**config.mk**
```make
export PLATFORM = sky130hd
export DESIGN_NAME = arp_responder_with_port_bridge_top
export DESIGN_NICKNAME = d
export VERILOG_FILES = /design/src/design/arpr_pkg.sv /design/src/design/arp_responder_with_port_bridge_top.sv /design/src/design/arpr_front.sv /design/src/design/arpr_job_fifo.sv /design/src/design/arpr_back.sv
export SDC_FILE = /design/constraint.sdc
export NUM_CORES = 1
export LEC_CHECK = 0
export BUFFER_PORTS_ARGS = -buffer_cell sky130_fd_sc_hd__buf_2
export CELL_PAD_IN_SITES_DETAIL_PLACEMENT = 1
export CELL_PAD_IN_SITES_GLOBAL_PLACEMENT = 1
export CORE_ASPECT_RATIO = 0.8
export CORE_MARGIN = 2
export CORE_UTILIZATION = 45
export CTS_CLUSTER_SIZE = 16
export DETAILED_ROUTE_END_ITERATION = 7
export GPL_ROUTABILITY_DRIVEN = 0
export PLACE_DENSITY = 0.72
export SETUP_SLACK_MARGIN = 0.4
export SLEW_MARGIN = 20
export SYNTH_ARGS = -nofsm -noshare
export SYNTH_HDL_FRONTEND = slang
export SYNTH_HIERARCHICAL = 1
export SYNTH_SLANG_ARGS = --single-unit
```
**constraint.sdc**
```tcl
create_clock -name clk -period 4 [get_ports clk]
set_clock_uncertainty 0.05 [all_clocks]
set_input_delay 0.8 -clock clk [delete_from_list [all_inputs] [get_ports clk]]
set_output_delay 0.8 -clock clk [all_outputs]
set_load 0.05 [all_outputs]
```
**src/design/arpr_pkg.sv**
```systemverilog
`default_nettype none

package arpr_pkg;

  // Frame layout and protocol values.
  localparam int unsigned REPLY_BYTES = 42;
  localparam logic [15:0] ETYPE_ARP      = 16'h0806;
  localparam logic [15:0] ETYPE_RARP     = 16'h8035;
  localparam logic [15:0] ETYPE_IPV4     = 16'h0800;
  localparam logic [15:0] HTYPE_ETHERNET = 16'h0001;
  localparam logic [15:0] OPCODE_REPLY   = 16'h0002;
  localparam logic [7:0]  HW_ADDR_LEN    = 8'd6;
  localparam logic [7:0]  PROTO_ADDR_LEN = 8'd4;

  // Result kinds.
  localparam logic [1:0] KIND_REPLY   = 2'd0;
  localparam logic [1:0] KIND_FORWARD = 2'd1;
  localparam logic [1:0] KIND_PASS    = 2'd2;

  // Configuration register indexes.
  localparam logic [2:0] REG_PORT_COUNT = 3'd0;
  localparam logic [2:0] REG_PORT0_MAC  = 3'd1;
  localparam logic [2:0] REG_PORT1_MAC  = 3'd2;
  localparam logic [2:0] REG_PORT0_IP   = 3'd3;
  localparam logic [2:0] REG_PORT1_IP   = 3'd4;

  localparam logic [1:0] PORT_COUNT_RESET = 2'd2;

  typedef struct packed {
    logic [7:0] in_byte;
    logic       in_last;
    logic       in_port;
  } in_t;

  typedef struct packed {
    logic [7:0] out_byte;
    logic       out_last;
    logic [1:0] out_kind;
    logic       out_port;
  } out_t;

  typedef struct packed {
    logic [1:0]  port_count;
    logic [47:0] port0_mac;
    logic [47:0] port1_mac;
    logic [31:0] port0_ip;
    logic [31:0] port1_ip;
  } cfg_t;

  // One classified frame waiting for the back end.
  typedef struct packed {
    logic [1:0]  kind;
    logic        port;
    logic [47:0] requester_mac;
    logic [31:0] sender_ip;
  } job_t;

endpackage

`default_nettype wire

```
**src/design/arp_responder_with_port_bridge_top.sv**
```systemverilog
`default_nettype none

// ARP responder with a two-port bridge verdict. Frame bytes enter through a queue-style
// port (push/full) one transaction per byte, tagged with the ingress port on the first
// byte and with in_last on the final byte. Nothing comes out until the last byte of a
// frame. An ARP frame of at least 42 bytes whose target IP equals the ingress port's IP
// produces a 42-byte ARP reply on that port, one result transaction per byte, kind 0,
// out_last on the final byte; whatever the opcode, the frame is answered and the request
// itself is dropped. Any other ARP or RARP frame produces one result of kind 1 naming
// the other port, or port 0 if port_count is below 2; every other frame produces one
// result of kind 2. Bytes are accepted at one per clock while the job queue has room:
// the front parser classifies each frame at its last byte and drops a compact job into
// a small job queue (JOB_DEPTH entries), and the back end drains that queue at one
// result per clock, while the consumer pops, into an output register. A frame's first
// result passes through the job queue and the output register before it shows on the
// result ports. The only stall on the input side is a full job queue, which happens
// when short frames arrive during a 42-byte reply or while the consumer holds off pop.
// Configuration goes through an APB-style port with 64-bit data; register i sits at
// byte address 8*i (port_count, port0_mac, port1_mac, port0_ip, port1_ip) and should
// only be written while no frame is in flight.
module arp_responder_with_port_bridge_top #(
  parameter int unsigned JOB_DEPTH = 4
) (
  input  wire logic            clk,
  input  wire logic            rst,
  // Frame byte side.
  input  wire logic            push,
  output logic                 full,
  input  wire arpr_pkg::in_t   item,
  // Result side.
  input  wire logic            pop,
  output logic                 empty,
  output arpr_pkg::out_t       result,
  // Configuration port.
  input  wire logic            psel,
  input  wire logic            penable,
  input  wire logic            pwrite,
  input  wire logic [5:0]      paddr,
  input  wire logic [63:0]     pwdata,
  output logic [63:0]          prdata,
  output logic                 pready
);

  arpr_pkg::cfg_t cfg;
  arpr_pkg::job_t front_job;
  arpr_pkg::job_t head_job;
  logic           job_push;
  logic           job_pop;
  logic           job_full;
  logic           job_empty;
  logic           accept;
  logic           cfg_write;
  logic [2:0]     reg_index;

  // A byte is taken whenever the job queue has room, so a last byte always has a slot.
  assign full   = job_full;
  assign accept = push && !job_full;

  // The register file. Writes land at the end of the access phase; reads are decoded
  // combinationally since pready is tied high.
  assign pready    = 1'b1;
  assign reg_index = paddr[5:3];
  assign cfg_write = psel && penable && pwrite;

  always_ff @(posedge clk) begin
    if (rst) begin
      cfg.port_count <= arpr_pkg::PORT_COUNT_RESET;
      cfg.port0_mac  <= 48'd0;
      cfg.port1_mac  <= 48'd0;
      cfg.port0_ip   <= 32'd0;
      cfg.port1_ip   <= 32'd0;
    end else if (cfg_write) begin
      case (reg_index)
        arpr_pkg::REG_PORT_COUNT: cfg.port_count <= pwdata[1:0];
        arpr_pkg::REG_PORT0_MAC:  cfg.port0_mac  <= pwdata[47:0];
        arpr_pkg::REG_PORT1_MAC:  cfg.port1_mac  <= pwdata[47:0];
        arpr_pkg::REG_PORT0_IP:   cfg.port0_ip   <= pwdata[31:0];
        arpr_pkg::REG_PORT1_IP:   cfg.port1_ip   <= pwdata[31:0];
        default: ;
      endcase
    end
  end

  always_comb begin
    case (reg_index)
      arpr_pkg::REG_PORT_COUNT: prdata = {62'd0, cfg.port_count};
      arpr_pkg::REG_PORT0_MAC:  prdata = {16'd0, cfg.port0_mac};
      arpr_pkg::REG_PORT1_MAC:  prdata = {16'd0, cfg.port1_mac};
      arpr_pkg::REG_PORT0_IP:   prdata = {32'd0, cfg.port0_ip};
      arpr_pkg::REG_PORT1_IP:   prdata = {32'd0, cfg.port1_ip};
      default:                  prdata = 64'd0;
    endcase
  end

  arpr_front u_front (
    .clk      (clk),
    .rst      (rst),
    .accept   (accept),
    .item     (item),
    .cfg      (cfg),
    .job_push (job_push),
    .job      (front_job)
  );

  arpr_job_fifo #(
    .DEPTH (JOB_DEPTH)
  ) u_job_fifo (
    .clk      (clk),
    .rst      (rst),
    .push     (job_push),
    .push_job (front_job),
    .pop      (job_pop),
    .head     (head_job),
    .full     (job_full),
    .empty    (job_empty)
  );

  arpr_back u_back (
    .clk       (clk),
    .rst       (rst),
    .cfg       (cfg),
    .job       (head_job),
    .job_empty (job_empty),
    .job_pop   (job_pop),
    .pop       (pop),
    .empty     (empty),
    .result    (result)
  );

endmodule

`default_nettype wire

```
**src/design/arpr_front.sv**
```systemverilog
`default_nettype none

module arpr_front (
  input  wire logic           clk,
  input  wire logic           rst,
  input  wire logic           accept,
  input  wire arpr_pkg::in_t  item,
  input  wire arpr_pkg::cfg_t cfg,
  output logic                job_push,
  output arpr_pkg::job_t      job
);

  logic [5:0]  byte_position;
  logic        frame_port;
  logic [15:0] frame_ethertype;
  logic [47:0] requester_mac;
  logic [31:0] sender_ip;
  logic [31:0] target_ip;

  logic        frame_port_next;
  logic [15:0] frame_ethertype_next;
  logic [47:0] requester_mac_next;
  logic [31:0] sender_ip_next;
  logic [31:0] target_ip_next;
  logic [5:0]  byte_position_next;
  logic        first;
  logic        is_arp;
  logic        is_rarp;
  logic        long_enough;
  logic [31:0] my_ip;

  assign first = (byte_position == 6'd0);

  always_comb begin
    frame_port_next      = first ? item.in_port : frame_port;
    frame_ethertype_next = first ? 16'd0 : frame_ethertype;
    requester_mac_next   = first ? 48'd0 : requester_mac;
    sender_ip_next       = first ? 32'd0 : sender_ip;
    target_ip_next       = first ? 32'd0 : target_ip;
    if (byte_position inside {[6'd6:6'd11]}) begin
      requester_mac_next = {requester_mac[39:0], item.in_byte};
    end else if (byte_position inside {[6'd12:6'd13]}) begin
      frame_ethertype_next = {frame_ethertype[7:0], item.in_byte};
    end else if (byte_position inside {[6'd28:6'd31]}) begin
      sender_ip_next = {sender_ip[23:0], item.in_byte};
    end else if (byte_position inside {[6'd38:6'd41]}) begin
      target_ip_next = {target_ip[23:0], item.in_byte};
    end
    if (item.in_last) begin
      byte_position_next = 6'd0;
    end else if (byte_position != 6'd63) begin
      byte_position_next = byte_position + 6'd1;
    end else begin
      byte_position_next = byte_position;
    end
  end

  // The frame counts as long enough once the byte at the last reply position arrives.
  assign long_enough = (byte_position >= 6'(arpr_pkg::REPLY_BYTES - 1));
  assign my_ip       = frame_port_next ? cfg.port1_ip : cfg.port0_ip;
  assign is_arp      = (frame_ethertype_next == arpr_pkg::ETYPE_ARP);
  assign is_rarp     = (frame_ethertype_next == arpr_pkg::ETYPE_RARP);

  always_comb begin
    job.port          = 1'b0;
    job.requester_mac = requester_mac_next;
    job.sender_ip     = sender_ip_next;
    if (is_arp && long_enough && (target_ip_next == my_ip)) begin
      job.kind = arpr_pkg::KIND_REPLY;
      job.port = frame_port_next;
    end else if (is_arp || is_rarp) begin
      job.kind = arpr_pkg::KIND_FORWARD;
      job.port = !frame_port_next && (cfg.port_count >= 2'd2);
    end else begin
      job.kind = arpr_pkg::KIND_PASS;
    end
  end

  assign job_push = accept && item.in_last;

  always_ff @(posedge clk) begin
    if (rst) begin
      byte_position   <= 6'd0;
      frame_port      <= 1'b0;
      frame_ethertype <= 16'd0;
      requester_mac   <= 48'd0;
      sender_ip       <= 32'd0;
      target_ip       <= 32'd0;
    end else if (accept) begin
      byte_position   <= byte_position_next;
      frame_port      <= frame_port_next;
      frame_ethertype <= frame_ethertype_next;
      requester_mac   <= requester_mac_next;
      sender_ip       <= sender_ip_next;
      target_ip       <= target_ip_next;
    end
  end

endmodule

`default_nettype wire

```
**src/design/arpr_job_fifo.sv**
```systemverilog
`default_nettype none

module arpr_job_fifo #(
  parameter int unsigned DEPTH = 4
) (
  input  wire logic           clk,
  input  wire logic           rst,
  input  wire logic           push,
  input  wire arpr_pkg::job_t push_job,
  input  wire logic           pop,
  output arpr_pkg::job_t      head,
  output logic                full,
  output logic                empty
);

  localparam int unsigned PTR_W = (DEPTH > 1) ? $clog2(DEPTH) : 1;
  localparam int unsigned CNT_W = $clog2(DEPTH + 1);

  arpr_pkg::job_t entries [DEPTH];
  logic [PTR_W-1:0] wr_ptr;
  logic [PTR_W-1:0] rd_ptr;
  logic [CNT_W-1:0] fill;
  logic             do_push;
  logic             do_pop;

  assign full    = (fill == CNT_W'(DEPTH));
  assign empty   = (fill == '0);
  assign do_push = push && !full;
  assign do_pop  = pop && !empty;
  assign head    = entries[rd_ptr];

  always_ff @(posedge clk) begin
    if (do_push) begin
      entries[wr_ptr] <= push_job;
    end
  end

  always_ff @(posedge clk) begin
    if (rst) begin
      wr_ptr <= '0;
      rd_ptr <= '0;
      fill   <= '0;
    end else begin
      if (do_push) begin
        wr_ptr <= (wr_ptr == PTR_W'(DEPTH - 1)) ? '0 : wr_ptr + 1'b1;
      end
      if (do_pop) begin
        rd_ptr <= (rd_ptr == PTR_W'(DEPTH - 1)) ? '0 : rd_ptr + 1'b1;
      end
      if (do_push && !do_pop) begin
        fill <= fill + 1'b1;
      end else if (do_pop && !do_push) begin
        fill <= fill - 1'b1;
      end
    end
  end

endmodule

`default_nettype wire

```
**src/design/arpr_back.sv**
```systemverilog
`default_nettype none

module arpr_back (
  input  wire logic           clk,
  input  wire logic           rst,
  input  wire arpr_pkg::cfg_t cfg,
  input  wire arpr_pkg::job_t job,
  input  wire logic           job_empty,
  output logic                job_pop,
  input  wire logic           pop,
  output logic                empty,
  output arpr_pkg::out_t      result
);

  logic [5:0]     idx;
  logic           out_valid;
  arpr_pkg::out_t out_reg;
  logic           advance;
  logic           produce;
  logic           reply;
  logic           last_byte;
  logic [47:0]    my_mac;
  logic [31:0]    my_ip;
  logic [7:0]     reply_byte;
  arpr_pkg::out_t next_out;

  function automatic logic [7:0] mac_byte(input logic [47:0] mac, input logic [2:0] i);
    logic [7:0] b;
    case (i)
      3'd0:    b = mac[47:40];
      3'd1:    b = mac[39:32];
      3'd2:    b = mac[31:24];
      3'd3:    b = mac[23:16];
      3'd4:    b = mac[15:8];
      3'd5:    b = mac[7:0];
      default: b = 8'd0;
    endcase
    return b;
  endfunction

  function automatic logic [7:0] ip_byte(input logic [31:0] ip, input logic [1:0] i);
    logic [7:0] b;
    case (i)
      2'd0:    b = ip[31:24];
      2'd1:    b = ip[23:16];
      2'd2:    b = ip[15:8];
      default: b = ip[7:0];
    endcase
    return b;
  endfunction

  assign my_mac = job.port ? cfg.port1_mac : cfg.port0_mac;
  assign my_ip  = job.port ? cfg.port1_ip : cfg.port0_ip;

  always_comb begin
    case (idx) inside
      [6'd0:6'd5]:   reply_byte = mac_byte(job.requester_mac, idx[2:0]);
      [6'd6:6'd11]:  reply_byte = mac_byte(my_mac, 3'(idx - 6'd6));
      6'd12:         reply_byte = arpr_pkg::ETYPE_ARP[15:8];
      6'd13:         reply_byte = arpr_pkg::ETYPE_ARP[7:0];
      6'd14:         reply_byte = arpr_pkg::HTYPE_ETHERNET[15:8];
      6'd15:         reply_byte = arpr_pkg::HTYPE_ETHERNET[7:0];
      6'd16:         reply_byte = arpr_pkg::ETYPE_IPV4[15:8];
      6'd17:         reply_byte = arpr_pkg::ETYPE_IPV4[7:0];
      6'd18:         reply_byte = arpr_pkg::HW_ADDR_LEN;
      6'd19:         reply_byte = arpr_pkg::PROTO_ADDR_LEN;
      6'd20:         reply_byte = arpr_pkg::OPCODE_REPLY[15:8];
      6'd21:         reply_byte = arpr_pkg::OPCODE_REPLY[7:0];
      [6'd22:6'd27]: reply_byte = mac_byte(my_mac, 3'(idx - 6'd22));
      [6'd28:6'd31]: reply_byte = ip_byte(my_ip, idx[1:0]);
      [6'd32:6'd37]: reply_byte = mac_byte(job.requester_mac, 3'(idx - 6'd32));
      [6'd38:6'd41]: reply_byte = ip_byte(job.sender_ip, 2'(idx - 6'd38));
      default:       reply_byte = 8'd0;
    endcase
  end

  assign reply     = (job.kind == arpr_pkg::KIND_REPLY);
  assign last_byte = (idx == 6'(arpr_pkg::REPLY_BYTES - 1));
  assign advance   = !out_valid || pop;
  assign produce   = advance && !job_empty;
  assign job_pop   = produce && (!reply || last_byte);

  always_comb begin
    next_out.out_kind = job.kind;
    next_out.out_port = job.port;
    if (reply) begin
      next_out.out_byte = reply_byte;
      next_out.out_last = last_byte;
    end else begin
      next_out.out_byte = 8'd0;
      next_out.out_last = 1'b1;
    end
  end

  always_ff @(posedge clk) begin
    if (produce) begin
      out_reg <= next_out;
    end
  end

  always_ff @(posedge clk) begin
    if (rst) begin
      idx       <= 6'd0;
      out_valid <= 1'b0;
    end else begin
      if (produce) begin
        out_valid <= 1'b1;
      end else if (pop) begin
        out_valid <= 1'b0;
      end
      if (job_pop) begin
        idx <= 6'd0;
      end else if (produce) begin
        idx <= idx + 6'd1;
      end
    end
  end

  assign empty  = !out_valid;
  assign result = out_reg;

endmodule

`default_nettype wire

```
==> results.py, run 1 <==
metrics = {
    "cts": {
        "worstSkewPairLatency_ns": 0.62,
        "clock_sinks": 657,
        "clk_pin_slew_ns": 0.07,
        "htree_num_levels": 3,
        "cts_buffers": 69,
        "clockBufferDepth": 3,
        "cts_tree": "built",
        "root_buffer": "clkbuf_16",
    },
    "place": {
        "hpwl_um": 60800,
        "dp_slack_ns": 0.165,
        "io_buffers": 129,
    },
    "yosys": {
        "yosys_register_bits": 657,
        "synth_area_sq_mm": 0.0305,
        "synth_top_cell_area_share": 0.339,
        "synth_cells": 2579,
        "synth_area_leaders": "edfxtp_1 (34%), dfxtp_1 (21%), mux2i_1 (6.2%)",
        "ys.warnings.count": 6,
        "synth-edff-count": 344,
        "synth_largest_area_cell": "edfxtp_1",
        "synthDistinctLibCells": 95,
        "synth_ff_type": "edfxtp_1",
        "avgSynthCellArea_sq_um": 11.8,
        "seq_area_frac_synth": 0.545,
        "ys_async_sr_fraction": 0,
    },
    "timing": {
        "hold_viol_final": 0,
        "min_period_ns": 3.50,
        "post-route-period-util": 0.875,
        "slew_headroom": 0.269,
        "finalMaxSlewViolations": 0,
        "grt_setup_unrepaired": "no",
        "setup_ws_ns": 0.501,
        "worstMarginPinSlew_ns": 1.10,
        "setup_violations": 0,
        "worst_hold_slack_ns": 0.417,
        "timing.fmax_mhz": 286,
        "tns_ns": 0,
    },
    "route": {
        "drc": 0,
        "vias": 22400,
        "wl_per_cell_um": 26.3,
        "drt-initial-drc-count": 1667,
        "antenna_left": 0,
        "dr.pass1.iters": 5,
        "viasPerCell": 6.19,
        "routed_wl_um": 95300,
    },
    "setup_path": {
        "rr_worst_depth": 9,
        "startpoint_type": "flip-flop",
        "cp_max_fo": 34,
        "crit_type": "flip-flop to flip-flop",
        "critPathRequiredTime_ns": 4.30,
        "r2r_setup_slack_ns": 0.50,
        "r2r_end": "u_back/result[6]",
        "critPathArrivalTime_ns": 3.80,
        "critPathCaptureType": "flip-flop",
    },
    "final_layout": {
        "fillCellCount": 6863,
        "final_cell_mix": "edfxtp_1 (344), dfxtp_1 (309), o21ai_0 (200)",
        "syn2layout_area_growth_pct": 13.2,
        "multiInputGateArea_sq_mm": 0.0128,
        "layout_commonest_cell": "edfxtp_1",
        "regArea_sq_mm": 0.0166,
        "drive_gt1_frac": 0.175,
        "fin_nets": 2757,
        "finish.utilization": 0.514,
    },
    "global_routing": {
        "grt_antenna_before_repair": 4,
        "grtUsageTotal": 0.272,
        "grt_max_degree": 156,
        "grt_pass1_wl_um": 145000,
        "grt_pass1_vias": 23400,
        "grt_overflow": 0,
    },
    "floorplan": {
        "die-area_sq_mm": 0.0698,
        "ioPinCount": 166,
        "die_y_um": 237,
        "core_area_sq_mm": 0.0671,
        "dieWidth_um": 295,
        "std_cell_rows": 85,
        "initial_utilization": 0.454,
    },
    "min_path": {
        "hold_depth": 3,
        "hold_end": "u_back/out_valid",
        "hold_path_class": "input pin to flip-flop",
        "hold_start": "pop",
    },
    "run": {
        "maxCapViolations": 0,
    },
    "run_status": {
        "status": "completed",
    },
    "pwr": {
        "p_leak_nw": 12.6,
        "p_per_area_mw_per_mm2": 536,
        "max-vdd-ir-drop_uv": 412,
    },
}
per-stage QoR:
| stage | std cells | cell area, sq um | power, mW |
|---|---|---|---|
| 4_1_cts | 3615 | 34400 | 18.6 |
| 3_3_place_gp | 3487 | 31900 | 11.6 |
| 5_1_grt | 3616 | 34500 | 19.1 |
| 2_1_floorplan | 2594 | 30500 | 10.5 |
| 3_5_place_dp | 3487 | 31900 | 11.7 |
| 6_report | 3617 | 34500 | 18.5 |
registers in the layout, indices dropped and copies added, names as in the netlist, named ones only:
signal / count
cfg: 162
u_back/idx: 6
u_back/out_valid: 1
u_back/result: 12
u_front/byte_position: 6
u_front/frame_ethertype: 16
u_front/frame_port: 1
u_front/requester_mac: 48
u_front/sender_ip: 32
u_front/target_ip: 32
u_job_fifo/entries: 332
u_job_fifo/fill: 3
u_job_fifo/rd_ptr: 2
u_job_fifo/wr_ptr: 2
cell type report:
class | count | share of cell area
antenna | 1 | 0.0000725
sequential | 657 | 0.481
inverter | 21 | 0.00283
clock inverter | 32 | 0.0134
timing repair buffer | 205 | 0.0400
multi-input combinational | 1694 | 0.372
tap | 913 | 0.0331
clock buffer | 94 | 0.0572
kinds of logic (layout without fill, tap and decap cells):
group / after synthesis / in the layout / synth area share
muxes: 274 / 274 / 0.124
other: 2 / 18 / 0.000247
DFF: 657 / 657 / 0.545
AOI/OAI and AO/OA: 629 / 629 / 0.147
and+or+nand+nor: 710 / 711 / 0.122
xor gates and xnor gates: 41 / 41 / 0.0118
adders and majority gates: 22 / 22 / 0.00928
buffers and inverters: 244 / 352 / 0.0414
Yosys cell counts, types with 4 or more instances:
cell,n
nor2_2,5
inv_1,17
edfxtp_1,344
o221ai_1,9
xnor2_1,10
buf_2,44
mux4_2,83
nor4b_1,4
clkbuf_1,119
nor2b_1,107
nand2b_1,127
nand4_1,6
a21oi_1,33
a221oi_1,6
nand3_1,62
o21a_1,4
dfxtp_1,313
nor3_1,18
xor2_1,31
buf_1,8
a222oi_1,24
o21ai_0,201
buf_6,21
buf_4,30
nand2_1,137
a31oi_1,13
a221o_1,32
a22o_1,80
a22oi_1,73
nor4_1,10
a211oi_1,18
a311oi_1,48
a21o_1,4
mux2i_1,189
o21ai_1,25
or3_1,5
o22ai_1,26
nor2_1,175
and3_1,16
and2_1,7
ha_1,21
worst max path at each step:
stage                                           end  slack (ns)  cells past startpoint
after floorplan                  u_job_fifo/fill[2]        0.82                     13
after global placement    u_job_fifo/entries[2][80]        0.27                     10
after detailed placement  u_job_fifo/entries[0][80]        0.16                     10
after CTS                 u_job_fifo/entries[3][80]        0.44                     11
after global routing      u_job_fifo/entries[3][80]        0.40                     12
final                              u_back/result[6]        0.50                      9
critical path, stage by stage, from the launching register on:
cell	delay, ns
dfxtp_4	0.41
mux4_4	1.02
buf_4	0.30
mux2i_1	0.37
o22ai_1	0.14
nor3_1	0.32
buf_4	0.21
a32oi_1	0.06
a31oi_1	0.19
o21ai_1	0.11
metal layers:
metal / global-route usage / vias to the layer above / wire, um
met3: 0.0479 / 170 / 5910
met4: 0.0966 / 0 / 3200
met5: 0 / - / 0
met2: 0.447 / 779 / 45900
li1: - / 9886 / -
met1: 0.362 / 11500 / 40300
what timing repair did:
item                                    4_1_cts  5_1_grt
endpoints found under the hold margin         0        0
buffers inserted                              1        1
endpoints found under the setup margin       12       12
pin swaps                                     2        2
cloned                                        1        0
resized for setup                             6       12
hold buffers                                  0        0
where the power goes:
part / switching [mW] / internal [mW] / total, mW
sequential: 0.251 / 7.44 / 7.69
clock: 2.80 / 4.09 / 6.88
combinational: 2.49 / 1.41 / 3.90
No activity file was read; power rests on OpenSTA's default activity.
==> run 2, diff against run 1 <==
- GPL_TIMING_DRIVEN: unset -> 0
==> results.py, run 2 (synthesis results as in run 1) <==
metrics = {
    "run_status": {
        "status": "completed",
    },
    "min_path": {
        "hold_path_class": "input pin to flip-flop",
        "hold_start": "pwdata[46]",
    },
    "final_layout": {
        "final_cell_mix": "edfxtp_1 (344), dfxtp_1 (310), o21ai_0 (201)",
        "final_area_sq_mm": 0.0352,
        "drive_gt1_frac": 0.182,
        "fillCellCount": 6970,
        "largest_register_ffs": 332,
        "finish.utilization": 0.524,
        "fin_nets": 2918,
        "registers.top_by_ff_count": "u_job_fifo/entries",
        "layout_commonest_cell": "edfxtp_1",
        "reg_top3": "u_job_fifo/entries (332), cfg (162), u_front/requester_mac (48)",
        "stdcell_count": 3781,
        "syn2layout_area_growth_pct": 15.5,
    },
    "setup_path": {
        "cpMostUsedCell": "buf_2",
        "r2r_setup_slack_ns": 0.46,
        "startpoint": "paddr[5]",
        "path_cells": "buf_2, buf_4, nor3b_4, clkbuf_1, a22o_1, a221o_1, buf_2",
        "crit_type": "input pin to output pin",
        "worst-path-buf-inv": 4,
        "crit_family": "buffers and inverters",
        "max_stage_delay_ns": 0.53,
        "crit_slowest_cell": "clkbuf_1",
        "cp_max_fo": 10,
        "critPathArrivalTime_ns": 2.74,
        "startpoint_type": "input pin",
        "critPathRequiredTime_ns": 3.15,
        "critPathCaptureType": "output pin",
    },
    "route": {
        "vias": 24000,
        "routed_wl_um": 108000,
        "wl_per_cell_um": 28.7,
        "antenna_left": 0,
        "drc": 0,
        "viasPerCell": 6.34,
        "dr.pass1.iters": 6,
        "drt-initial-drc-count": 2643,
    },
    "cts": {
        "root_buffer": "clkbuf_16",
        "htree_num_levels": 3,
        "clk_pin_slew_ns": 0.07,
        "clock_sinks": 657,
        "worstSkewPairLatency_ns": 0.63,
        "cts_tree": "built",
        "clockBufferDepth": 3,
        "cts_buffers": 69,
    },
    "timing": {
        "worstMarginPinSlew_ns": 1.14,
        "finalMaxSlewViolations": 0,
        "slew_headroom": 0.237,
        "post-route-period-util": 0.897,
        "min_period_ns": 3.59,
        "hold_viol_final": 0,
        "timing.fmax_mhz": 279,
        "setup_violations": 0,
        "grt_setup_unrepaired": "yes",
        "tns_ns": 0,
        "setup_ws_ns": 0.412,
    },
    "floorplan": {
        "std_cell_rows": 85,
        "ioPinCount": 166,
        "dieWidth_um": 295,
        "core_area_sq_mm": 0.0671,
        "die-area_sq_mm": 0.0698,
        "die_y_um": 237,
        "initial_utilization": 0.454,
    },
    "run": {
        "maxCapViolations": 0,
    },
    "global_routing": {
        "grt_antenna_before_repair": 5,
        "grt_overflow": 0,
        "grt_max_degree": 43,
        "grtUsageTotal": 0.309,
        "grt_pass1_vias": 24200,
        "grt_pass1_wl_um": 160000,
    },
    "place": {
        "placedCellCount": 3639,
        "dp_slack_ns": -0.717,
        "hpwl_um": 76900,
        "dpl-instance-area_sq_mm": 0.0324,
        "io_buffers": 128,
    },
    "pwr": {
        "seq_power_share": 0.408,
        "comb_power_share": 0.236,
        "p_per_area_mw_per_mm2": 534,
        "p_leak_nw": 12.9,
        "intPower_mw": 12.9,
        "power_frac_clock": 0.356,
        "max-vdd-ir-drop_uv": 392,
        "switchingPower_mw": 5.91,
        "swShare": 0.314,
    },
}
[run 2: cell count changes in the layout (fill, tap and decap cells not counted), moves of 7 or more]
cell | previous run | this run
clkbuf_1 | 12 | 130
buf_2 | 128 | 167
buf_6 | 1 | 23
buf_4 | 63 | 42
buf_12 | 12 | 3
clkbuf_2 | 0 | 8
buf_1 | 0 | 7
[run 2: power groups by stage]
stage	combinational [mW]	clock (mW)	sequential [mW]
after CTS	4.30	6.76	7.65
final	4.45	6.69	7.67
after global routing	4.64	7.01	7.69
after detailed placement	4.22	0	7.79
after global placement	4.11	0	7.78
after floorplan	2.64	0	7.86
[run 2: path summary, 6_finish.rpt]
check             cells past startpoint          endpoint
hold / removal                        3          cfg[110]
setup reg to reg                     12  u_back/result[9]
setup / recovery                      7        prdata[27]
hold reg to reg                       2          cfg[160]
[run 2: metal layers]
layer / GRT usage / vias to the layer above / wire [um]
li1: - / 10200 / -
met1: 0.438 / 12500 / 46500
met2: 0.473 / 1099 / 49200
met3: 0.0605 / 224 / 9120
met4: 0.105 / 4 / 3610
met5: 0 / - / 24
[run 2: cell type report]
class	count	area [sq um]	area share
flip-flops and latches	657	16600	0.472
multi-input cells	1693	12900	0.367
clock buffers	97	1930	0.0550
plain buffers	223	1230	0.0350
well taps	913	1140	0.0325
repair buffers	144	853	0.0242
clock inverters	31	402	0.0114
inverters	21	97.6	0.00277
diodes	2	5.00	0.000142
[run 2: tightest hold or removal path, cell delays in order]
cell and delay, ns:
buf_2 0.10, nand2b_1 0.07, o21ai_0 0.07
[run 2: repair_timing]
action | CTS | global route
hold buffers | 0 | 0
resized for setup | 36 | 49
cloned | 0 | 0
pin swaps | 6 | 5
hold endpoints to repair | 0 | 0
endpoints found under the setup margin | 237 | 45
setup buffers | 6 | 6
[run 2: per-stage QoR]
step | hold slack, ns | power [mW]
2_1_floorplan | 0.402 | 10.5
3_3_place_gp | 0.416 | 11.9
3_5_place_dp | 0.427 | 12.0
4_1_cts | 0.390 | 18.7
5_1_grt | 0.415 | 19.3
6_report | 0.409 | 18.8
